$ cat src/bdhr_pkg.sv
// ----------------------------------------------------------------------------
// Button debounce and HID report package
// Shared widths, item layouts, register indexes and LED levels.
// ----------------------------------------------------------------------------
`default_nettype none

package bdhr_pkg;

  localparam int unsigned NumButtons = 3;
  localparam int unsigned RawBits    = 3;
  localparam int unsigned Slots      = 3;
  localparam int unsigned ButtonIdxW = 2;

  localparam logic [15:0] DebounceReset  = 16'd25;
  localparam logic [15:0] PairHoldReset  = 16'd5000;
  localparam logic [15:0] BlinkHalfReset = 16'd900;
  localparam logic [1:0]  PairBtnReset   = 2'd1;
  localparam logic [7:0]  KeyTopReset    = 8'h3E;
  localparam logic [7:0]  KeyMidReset    = 8'h3F;
  localparam logic [7:0]  KeyBotReset    = 8'h40;

  localparam logic [7:0] RedLevel   = 8'd60;
  localparam logic [7:0] GreenLevel = 8'd25;
  localparam logic [7:0] BlueLevel  = 8'd40;

  typedef enum logic [2:0] {
    RegDebounceMs  = 3'd0,
    RegPairHoldMs  = 3'd1,
    RegBlinkHalfMs = 3'd2,
    RegPairButton  = 3'd3,
    RegKeyCodeTop  = 3'd4,
    RegKeyCodeMid  = 3'd5,
    RegKeyCodeBot  = 3'd6
  } cfg_reg_e;

  // Input item, last field in the lowest bits.
  typedef struct packed {
    logic [3:0]  pad;
    logic        link_up;
    logic [2:0]  raw_down;
    logic [31:0] now_ms;
  } in_item_t;

  // Result item, last field in the lowest bits.
  typedef struct packed {
    logic [4:0] pad;
    logic       led_update;
    logic [7:0] led_blue;
    logic [7:0] led_green;
    logic [7:0] led_red;
    logic       pairing_request;
    logic [7:0] key_slot_c;
    logic [7:0] key_slot_b;
    logic [7:0] key_slot_a;
    logic       send_report;
  } out_item_t;

endpackage

`default_nettype wire

$ cat src/button_debounce_hid_report_unit.sv
// ----------------------------------------------------------------------------
// Button debounce and HID report unit
// Lockout debounce, keyboard report packing, pairing hold and LED color.
// ----------------------------------------------------------------------------
// Usage:
// Each transfer on the slave stream is one sample tick: a millisecond
// timestamp, three raw button levels and the link-up flag. Every tick yields
// exactly one transfer on the master stream carrying the report flag, three
// key slots, the pairing pulse, the LED color and the LED update flag.
// A tick is first captured in an input register; the debounce, pairing and
// LED logic then runs combinationally on the way into the output register.
// The unit sustains one tick per cycle while m_axis_tready_i is high, so
// throughput is set only by the receiver.
// When the receiver stalls, the output register holds its result and the
// input register holds one more tick, after which s_axis_tready_o drops.
// Reset clears all buttons to released, all stamps to zero, the blink phase
// to off and marks the LED as never written, and loads the configuration
// registers with their default values. Configuration writes are always
// accepted and should only be made while no tick is in flight.
// ----------------------------------------------------------------------------
`default_nettype none

module button_debounce_hid_report_unit (
  input  wire logic        clk_i,
  input  wire logic        rst_ni,
  // Configuration write channel.
  input  wire logic        cfg_valid_i,
  output logic             cfg_ready_o,
  input  wire logic [2:0]  cfg_index_i,
  input  wire logic [15:0] cfg_data_i,
  // Sample ticks.
  input  wire logic        s_axis_tvalid_i,
  output logic             s_axis_tready_o,
  // tdata from bit 0: now_ms[31:0], raw_down[34:32], link_up[35], zero pad.
  input  wire logic [39:0] s_axis_tdata_i,
  // Results.
  output logic             m_axis_tvalid_o,
  input  wire logic        m_axis_tready_i,
  // tdata from bit 0: send_report[0], key_slot_a[8:1], key_slot_b[16:9],
  // key_slot_c[24:17], pairing_request[25], led_red[33:26],
  // led_green[41:34], led_blue[49:42], led_update[50], zero pad.
  output logic [55:0]      m_axis_tdata_o
);

  localparam int unsigned NB = bdhr_pkg::NumButtons;

  // Configuration registers.
  logic [15:0] debounce_q, pair_hold_q, blink_half_q;
  logic [1:0]  pair_btn_q;
  logic [7:0]  key_top_q, key_mid_q, key_bot_q;

  // Tick state.
  logic [NB-1:0] pressed_q, pressed_d;
  logic [31:0]   stamp_q [NB];
  logic [31:0]   stamp_d [NB];
  logic          fired_q, fired_d;
  logic          phase_q, phase_d;
  logic [31:0]   blink_stamp_q, blink_stamp_d;
  logic [23:0]   last_color_q, last_color_d;
  logic          written_q;

  // Pipeline registers.
  logic                in_valid_q;
  bdhr_pkg::in_item_t  in_q;
  logic                out_valid_q;
  bdhr_pkg::out_item_t out_q, out_d;
  logic                advance;

  // The input register moves forward whenever the output register is free
  // or is being emptied in this cycle.
  assign advance         = in_valid_q && (!out_valid_q || m_axis_tready_i);
  assign s_axis_tready_o = !in_valid_q || advance;
  assign m_axis_tvalid_o = out_valid_q;
  assign m_axis_tdata_o  = out_q;
  assign cfg_ready_o     = 1'b1;

  // Configuration writes; indexes past the list are ignored.
  always_ff @(posedge clk_i or negedge rst_ni) begin
    if (!rst_ni) begin
      debounce_q   <= bdhr_pkg::DebounceReset;
      pair_hold_q  <= bdhr_pkg::PairHoldReset;
      blink_half_q <= bdhr_pkg::BlinkHalfReset;
      pair_btn_q   <= bdhr_pkg::PairBtnReset;
      key_top_q    <= bdhr_pkg::KeyTopReset;
      key_mid_q    <= bdhr_pkg::KeyMidReset;
      key_bot_q    <= bdhr_pkg::KeyBotReset;
    end else if (cfg_valid_i) begin
      case (bdhr_pkg::cfg_reg_e'(cfg_index_i))
        bdhr_pkg::RegDebounceMs:  debounce_q   <= cfg_data_i;
        bdhr_pkg::RegPairHoldMs:  pair_hold_q  <= cfg_data_i;
        bdhr_pkg::RegBlinkHalfMs: blink_half_q <= cfg_data_i;
        bdhr_pkg::RegPairButton:  pair_btn_q   <= cfg_data_i[1:0];
        bdhr_pkg::RegKeyCodeTop:  key_top_q    <= cfg_data_i[7:0];
        bdhr_pkg::RegKeyCodeMid:  key_mid_q    <= cfg_data_i[7:0];
        bdhr_pkg::RegKeyCodeBot:  key_bot_q    <= cfg_data_i[7:0];
        default: ;
      endcase
    end
  end

  // Per-button helpers. Buttons beyond the raw level bits stay released and
  // carry key code zero.
  logic [NB+bdhr_pkg::RawBits-1:0] raw_ext;
  logic [7:0]    code [NB];
  logic [NB-1:0] change;
  logic          changed;
  logic          send;
  logic [7:0]    slot [bdhr_pkg::Slots];
  logic [1:0]    fill;
  logic          pair_valid;
  logic          pair_down;
  logic [31:0]   pair_stamp;
  logic          pulse;
  logic          any_down;
  logic [7:0]    red, green, blue;
  logic [31:0]   blink_elapsed;

  assign raw_ext = (NB + bdhr_pkg::RawBits)'(in_q.raw_down);

  always_comb begin
    for (int i = 0; i < NB; i++) begin
      case (i)
        0:       code[i] = key_top_q;
        1:       code[i] = key_mid_q;
        2:       code[i] = key_bot_q;
        default: code[i] = 8'd0;
      endcase
    end
  end

  // Lockout debounce: a level change is taken only once the debounce time
  // has passed since that button's last accepted change (modulo 2^32).
  always_comb begin
    for (int i = 0; i < NB; i++) begin
      change[i]    = (raw_ext[i] != pressed_q[i]) &&
                     ((in_q.now_ms - stamp_q[i]) >= {16'd0, debounce_q});
      pressed_d[i] = change[i] ? raw_ext[i] : pressed_q[i];
      stamp_d[i]   = change[i] ? in_q.now_ms : stamp_q[i];
    end
    changed  = |change;
    any_down = |pressed_d;
    send     = changed && in_q.link_up;
  end

  // Report packing: when a report is sent, pressed keys fill the slots in button order.
  always_comb begin
    for (int s = 0; s < bdhr_pkg::Slots; s++) begin
      slot[s] = 8'd0;
    end
    fill = 2'd0;
    if (send) begin
      for (int i = 0; i < NB; i++) begin
        if (pressed_d[i] && (fill < 2'(bdhr_pkg::Slots))) begin
          slot[fill] = code[i];
          fill       = fill + 2'd1;
        end
      end
    end
  end

  // Pairing hold: one pulse per press of the selected button once it has
  // been held for the hold time. An out-of-range selection disarms it.
  always_comb begin
    pair_valid = 1'b0;
    pair_down  = 1'b0;
    pair_stamp = 32'd0;
    for (int i = 0; i < NB; i++) begin
      if (pair_btn_q == bdhr_pkg::ButtonIdxW'(i)) begin
        pair_valid = 1'b1;
        pair_down  = pressed_d[i];
        pair_stamp = stamp_d[i];
      end
    end
    pulse   = 1'b0;
    fired_d = fired_q;
    if (!pair_valid) begin
      fired_d = 1'b0;
    end else if (pair_down && !fired_q &&
                 ((in_q.now_ms - pair_stamp) >= {16'd0, pair_hold_q})) begin
      fired_d = 1'b1;
      pulse   = 1'b1;
    end else if (!pair_down) begin
      fired_d = 1'b0;
    end
  end

  // LED color by priority. The blink timer runs only while no button is down and the link is down.
  assign blink_elapsed = in_q.now_ms - blink_stamp_q;

  always_comb begin
    red           = 8'd0;
    green         = 8'd0;
    blue          = 8'd0;
    phase_d       = phase_q;
    blink_stamp_d = blink_stamp_q;
    if (any_down) begin
      red = bdhr_pkg::RedLevel;
    end else if (in_q.link_up) begin
      blue = bdhr_pkg::BlueLevel;
    end else begin
      if (blink_elapsed >= {16'd0, blink_half_q}) begin
        blink_stamp_d = in_q.now_ms;
        phase_d       = !phase_q;
      end
      if (phase_d) begin
        green = bdhr_pkg::GreenLevel;
      end
    end
    last_color_d = {red, green, blue};
  end

  always_comb begin
    out_d                 = '0;
    out_d.send_report     = send;
    out_d.key_slot_a      = slot[0];
    out_d.key_slot_b      = slot[1];
    out_d.key_slot_c      = slot[2];
    out_d.pairing_request = pulse;
    out_d.led_red         = red;
    out_d.led_green       = green;
    out_d.led_blue        = blue;
    out_d.led_update      = !written_q || (last_color_d != last_color_q);
  end

  // Control and tick state.
  always_ff @(posedge clk_i or negedge rst_ni) begin
    if (!rst_ni) begin
      in_valid_q    <= 1'b0;
      out_valid_q   <= 1'b0;
      pressed_q     <= '0;
      for (int i = 0; i < NB; i++) begin
        stamp_q[i] <= 32'd0;
      end
      fired_q       <= 1'b0;
      phase_q       <= 1'b0;
      blink_stamp_q <= 32'd0;
      last_color_q  <= 24'd0;
      written_q     <= 1'b0;
    end else begin
      if (s_axis_tready_o) begin
        in_valid_q <= s_axis_tvalid_i;
      end
      if (advance) begin
        out_valid_q <= 1'b1;
      end else if (m_axis_tready_i) begin
        out_valid_q <= 1'b0;
      end
      if (advance) begin
        pressed_q     <= pressed_d;
        for (int i = 0; i < NB; i++) begin
          stamp_q[i] <= stamp_d[i];
        end
        fired_q       <= fired_d;
        phase_q       <= phase_d;
        blink_stamp_q <= blink_stamp_d;
        last_color_q  <= last_color_d;
        written_q     <= 1'b1;
      end
    end
  end

  // Payload registers.
  always_ff @(posedge clk_i) begin
    if (s_axis_tready_o && s_axis_tvalid_i) begin
      in_q <= bdhr_pkg::in_item_t'(s_axis_tdata_i);
    end
    if (advance) begin
      out_q <= out_d;
    end
  end

  // A pairing pulse needs its button pressed, so the LED must show red.
  assert property (@(posedge clk_i) disable iff (!rst_ni)
    out_valid_q && out_q.pairing_request |-> out_q.led_red == bdhr_pkg::RedLevel)
    else $error("pairing pulse without red LED");

  // The LED shows at most one color channel.
  assert property (@(posedge clk_i) disable iff (!rst_ni)
    out_valid_q |-> $countones({out_q.led_red != 8'd0, out_q.led_green != 8'd0,
                                out_q.led_blue != 8'd0}) <= 1)
    else $error("more than one LED channel lit");

  // A held tick that cannot move on is still held in the next cycle.
  assert property (@(posedge clk_i) disable iff (!rst_ni)
    in_valid_q && !advance |=> in_valid_q)
    else $error("input tick dropped");

  // Key slots are empty whenever no report is sent.
  assert property (@(posedge clk_i) disable iff (!rst_ni)
    out_valid_q && !out_q.send_report |->
      (out_q.key_slot_a == 8'd0) && (out_q.key_slot_b == 8'd0) &&
      (out_q.key_slot_c == 8'd0))
    else $error("key slots set without report");

endmodule

`default_nettype wire
$ cat config.mk
export PLATFORM = sky130hd
export DESIGN_NAME = button_debounce_hid_report_unit
export DESIGN_NICKNAME = d
export VERILOG_FILES = /design/src/bdhr_pkg.sv /design/src/button_debounce_hid_report_unit.sv
export SDC_FILE = /design/constraint.sdc
export NUM_CORES = 1
export LEC_CHECK = 0
export BUFFER_PORTS_ARGS = -buffer_cell sky130_fd_sc_hd__buf_4
export CORE_MARGIN = 2
export CORE_UTILIZATION = 55
export DETAILED_ROUTE_END_ITERATION = 8
export MAX_ROUTING_LAYER = met4
export PLACE_DENSITY = 0.75
export SYNTH_ARGS = -nofsm -noshare
export SYNTH_HDL_FRONTEND = slang
export SYNTH_SLANG_ARGS = --single-unit
$ cat constraint.sdc
create_clock -name clk_i -period 8.4 [get_ports clk_i]
set_input_delay 2.52 -clock clk_i [delete_from_list [all_inputs] [get_ports clk_i]]
set_output_delay 2.52 -clock clk_i [all_outputs]
set_load 0.05 [all_outputs]
==> flow_summary.yaml <==
synthesis:
  synth_largest_type_area_fraction: 0.201
  post_synth_mux_area_share: 0.0687
  synth.cells.most_frequent: "nand2_1, ha_1, inv_1"
  dominant_combinational_cell_family_by_area_after_synthesis: "compound AO/OA/AOI/OAI gates"
  synth.top_cells.by_area: "dfrtp_1, ha_1, edfxtp_1"
  netlist.top_cell.by_area: "dfrtp_1"
  simple_logic_cell_fraction_of_the_synthesized_area: 0.156
  share_of_the_yosys_chip_area_belonging_to_registers: 0.313
  postSynthRegisterBits: 279
  post_syn_instances: 2702
  synthXorXnorAreaFrac: 0.0321
  most_used_flip_flop_cell_after_synthesis: "dfrtp_1"
  synth_edf_count: 66
  syn_area_per_cell_um2: 8.68
  ys.warnings.count: 0
  synth-compound-area-share: 0.235
  ys_async_sr_fraction: 0.763
  yosysUniqueCellTypes: 101
  synth.most_common_cell: "nand2_1"
  syn-cell-area_um2: 23400
  synth_adder_area_share: 0.132
cts:
  clkSlewWorstSetupHoldPaths_ns: 0.06
  holdBufCountCts: 0
  cts-buffers-inserted: 35
  clk-insertion-delay-late_ns: 0.57
  clkSinkCount: 279
  ctsHtreeMaxLevel: 2
  root_buffer_selected_by_cts: "clkbuf_16"
  clock_tree_from_tritoncts: "done"
  cts_buffer_depth: 3
global_routing:
  grt_pass1_vias: 22200
  grt.total_usage: 0.368
  initial_antenna_violation_count: 2
  first_pass_grt_wire_length_um: 123000
  grt_overflow: 0
  grt_max_degree: 95
routing:
  postRouteWirelength_um: 80400
  drt_iter0_markers: 2116
  dr_total_vias: 22800
  drtAntennaViolNets: 0
  drc_errors: 0
  drt_pass1_iterations: 6
  vias_per_cell: 6.18
  avgRoutedWirePerCell_um: 21.8
die:
  die_w_um: 210
  fp.dieArea_um2: 44300
  floorplan.io_pins: 123
  initial_core_util: 0.558
  design.core.area_um2: 42000
  core.rowCount: 75
  die_h_um: 210
sta:
  fin_skew_ns: 0.0290
  max_clock_freq_mhz: 110
  finalHoldViolCount: 0
  setup_viols_final: 2
  setup_ws_ns: -0.730
  finalMaxSlewViolations: 0
  timing.setup.tns_ns: -1.38
  fin_crit_sh: 1.09
  tightest_slew_ns: 1.35
  unrepaired_setup_endpoints_after_global_routing: "true"
  minimum_clock_period_ns: 9.13
  slew_headroom: 0.0954
outcome:
  failed_checks: "setup timing"
  result_of_the_run: "finished with violations"
critical_path:
  critPathSlowestCell: "a2111o_1"
  critPathMostFrequentCell: "a21o_1"
  reg2reg_from: "in_q[1]"
  worstSetupEndpointType: "flip-flop"
  cp_slowest_stage_delay_ns: 0.41
  path_class: "reg2reg"
  timing.critical_path.fanout_max: 10
  worst_ep_arrival_ns: 9.45
  setup.worst_path.start: "in_q[1]"
  critPathRequiredTime_ns: 8.71
  critPathLaunchType: "flip-flop"
finish:
  final_cell_count_no_fill: 3692
  final_layout_size_suffix_gt1_frac: 0.243
  fin_nets: 3434
  area_delta_synth_final_pct: 23.6
flow_run:
  maxCapViolCount: 0
placement:
  globalplace.congestion: 1.03
  placed_cells_incl_taps: 3602
  dpl.hpwl_um: 62900
  count_of_input_and_output_buffers: 97
min_path:
  hold_path_startpoint: "stamp_q[84]"
  hold_path_class: "reg2reg"
power:
  static-leakage-power_nw: 13.4
  p_per_area_nw_per_um2: 335
  worst_ir_drop_vdd_mv: 0.204
  post-layout-total-power_mw: 9.71
final timing paths:
kind	endpoint	slack, ns	depth (start not counted)
min reg2reg	stamp_q[84]	0.48	2
max in group asynchronous	stamp_q[81]	4.98	2
max reg2reg	m_axis_tdata_o[25]	-0.73	45
max	m_axis_tdata_o[25]	-0.73	45
min in group asynchronous	key_bot_q[4]	1.98	1
min	stamp_q[84]	0.48	2
cell usage in the layout (no fill, tap or decap), types with 50 or more instances in the layout:
| master | netlist | routed |
|---|---|---|
| xnor2_1 | 51 | 50 |
| mux2_2 | 79 | 79 |
| a21oi_1 | 187 | 169 |
| ha_1 | 240 | 237 |
| dfrtp_1 | 188 | 188 |
| nand2_1 | 287 | 284 |
| inv_1 | 222 | 220 |
| nor2_1 | 166 | 162 |
| edfxtp_1 | 66 | 66 |
| buf_4 | 31 | 482 |
| o21ai_0 | 218 | 203 |
| a21o_1 | 69 | 69 |
kinds of logic after synthesis:
kind of cell,Yosys count
buffers and inverters,351
flip-flops,279
AO/OA/AOI/OAI,837
other,2
adder cells (fa/ha/maj),245
XOR/XNOR,86
multiplexers,146
AND/OR/NAND/NOR,756
per-layer routing:
metal | global-route usage | part of all wire
met1 | 0.502 | 0.44
met2 | 0.570 | 0.45
met3 | 0.0483 | 0.078
met4 | 0.121 | 0.036
met5 | - | 0
worst max-delay path, delay by kind of cell, from the launching register on:
| kind | cells | cell delay (ns) |
|---|---|---|
| flops | 1 | 0.39 |
| compound gates | 22 | 4.14 |
| mux | 1 | 0.18 |
| xor+xnor | 2 | 0.27 |
| fa+ha+maj | 4 | 1.25 |
| simple gates | 10 | 1.65 |
| buf+inv | 6 | 0.98 |
sequential cells by signal, indices dropped and copies added, names as in the netlist:
name             cells
blink_half_q        16
key_top_q            8
key_bot_q            8
written_q            1
m_axis_tvalid_o      1
pair_btn_q           2
key_mid_q            8
debounce_q          16
phase_q              1
stamp_q             96
in_valid_q           1
pressed_q            3
in_q                36
blink_stamp_q       32
last_color_q         3
m_axis_tdata_o      30
pair_hold_q         16
fired_q              1
where the power goes:
part / internal [mW] / switching (mW)
Sequential: 1.73 / 0.240
Clock: 0.925 / 0.638
Combinational: 2.78 / 3.39
Total: 5.44 / 4.27
metrics by stage:
| step | instance area [um2] | utilization | setup WS, ns | hold WS (ns) |
|---|---|---|---|---|
| 6_report | 29000 | 0.689 | -0.730 | 0.485 |
| 5_1_grt | 29000 | 0.689 | -1.09 | 0.509 |
| 4_1_cts | 28700 | 0.683 | -0.630 | 0.484 |
| 3_5_place_dp | 27200 | 0.647 | -1.17 | 0.472 |
| 3_3_place_gp | 27200 | 0.647 | -0.930 | 0.465 |
| 2_1_floorplan | 23600 | - | -0.0109 | 0.450 |
timing repair:
item	in CTS	in global routing
buffers inserted	15	10
endpoints found under the hold margin	0	0
gates resized for setup	56	41
cloned	0	0
setup endpoints to repair	2	2
pin swaps	35	27
layout make-up:
class / instances / area (um2)
Antenna cell: 1 / 2.50
Clock buffer: 47 / 985
Clock inverter: 17 / 184
Fill cell: 3318 / 13100
Inverter: 225 / 845
Multi-Input combinational cell: 2091 / 15200
Sequential cell: 279 / 7340
Tap cell: 539 / 674
Timing Repair Buffer: 493 / 3750
(Power assumes the default switching activity.)
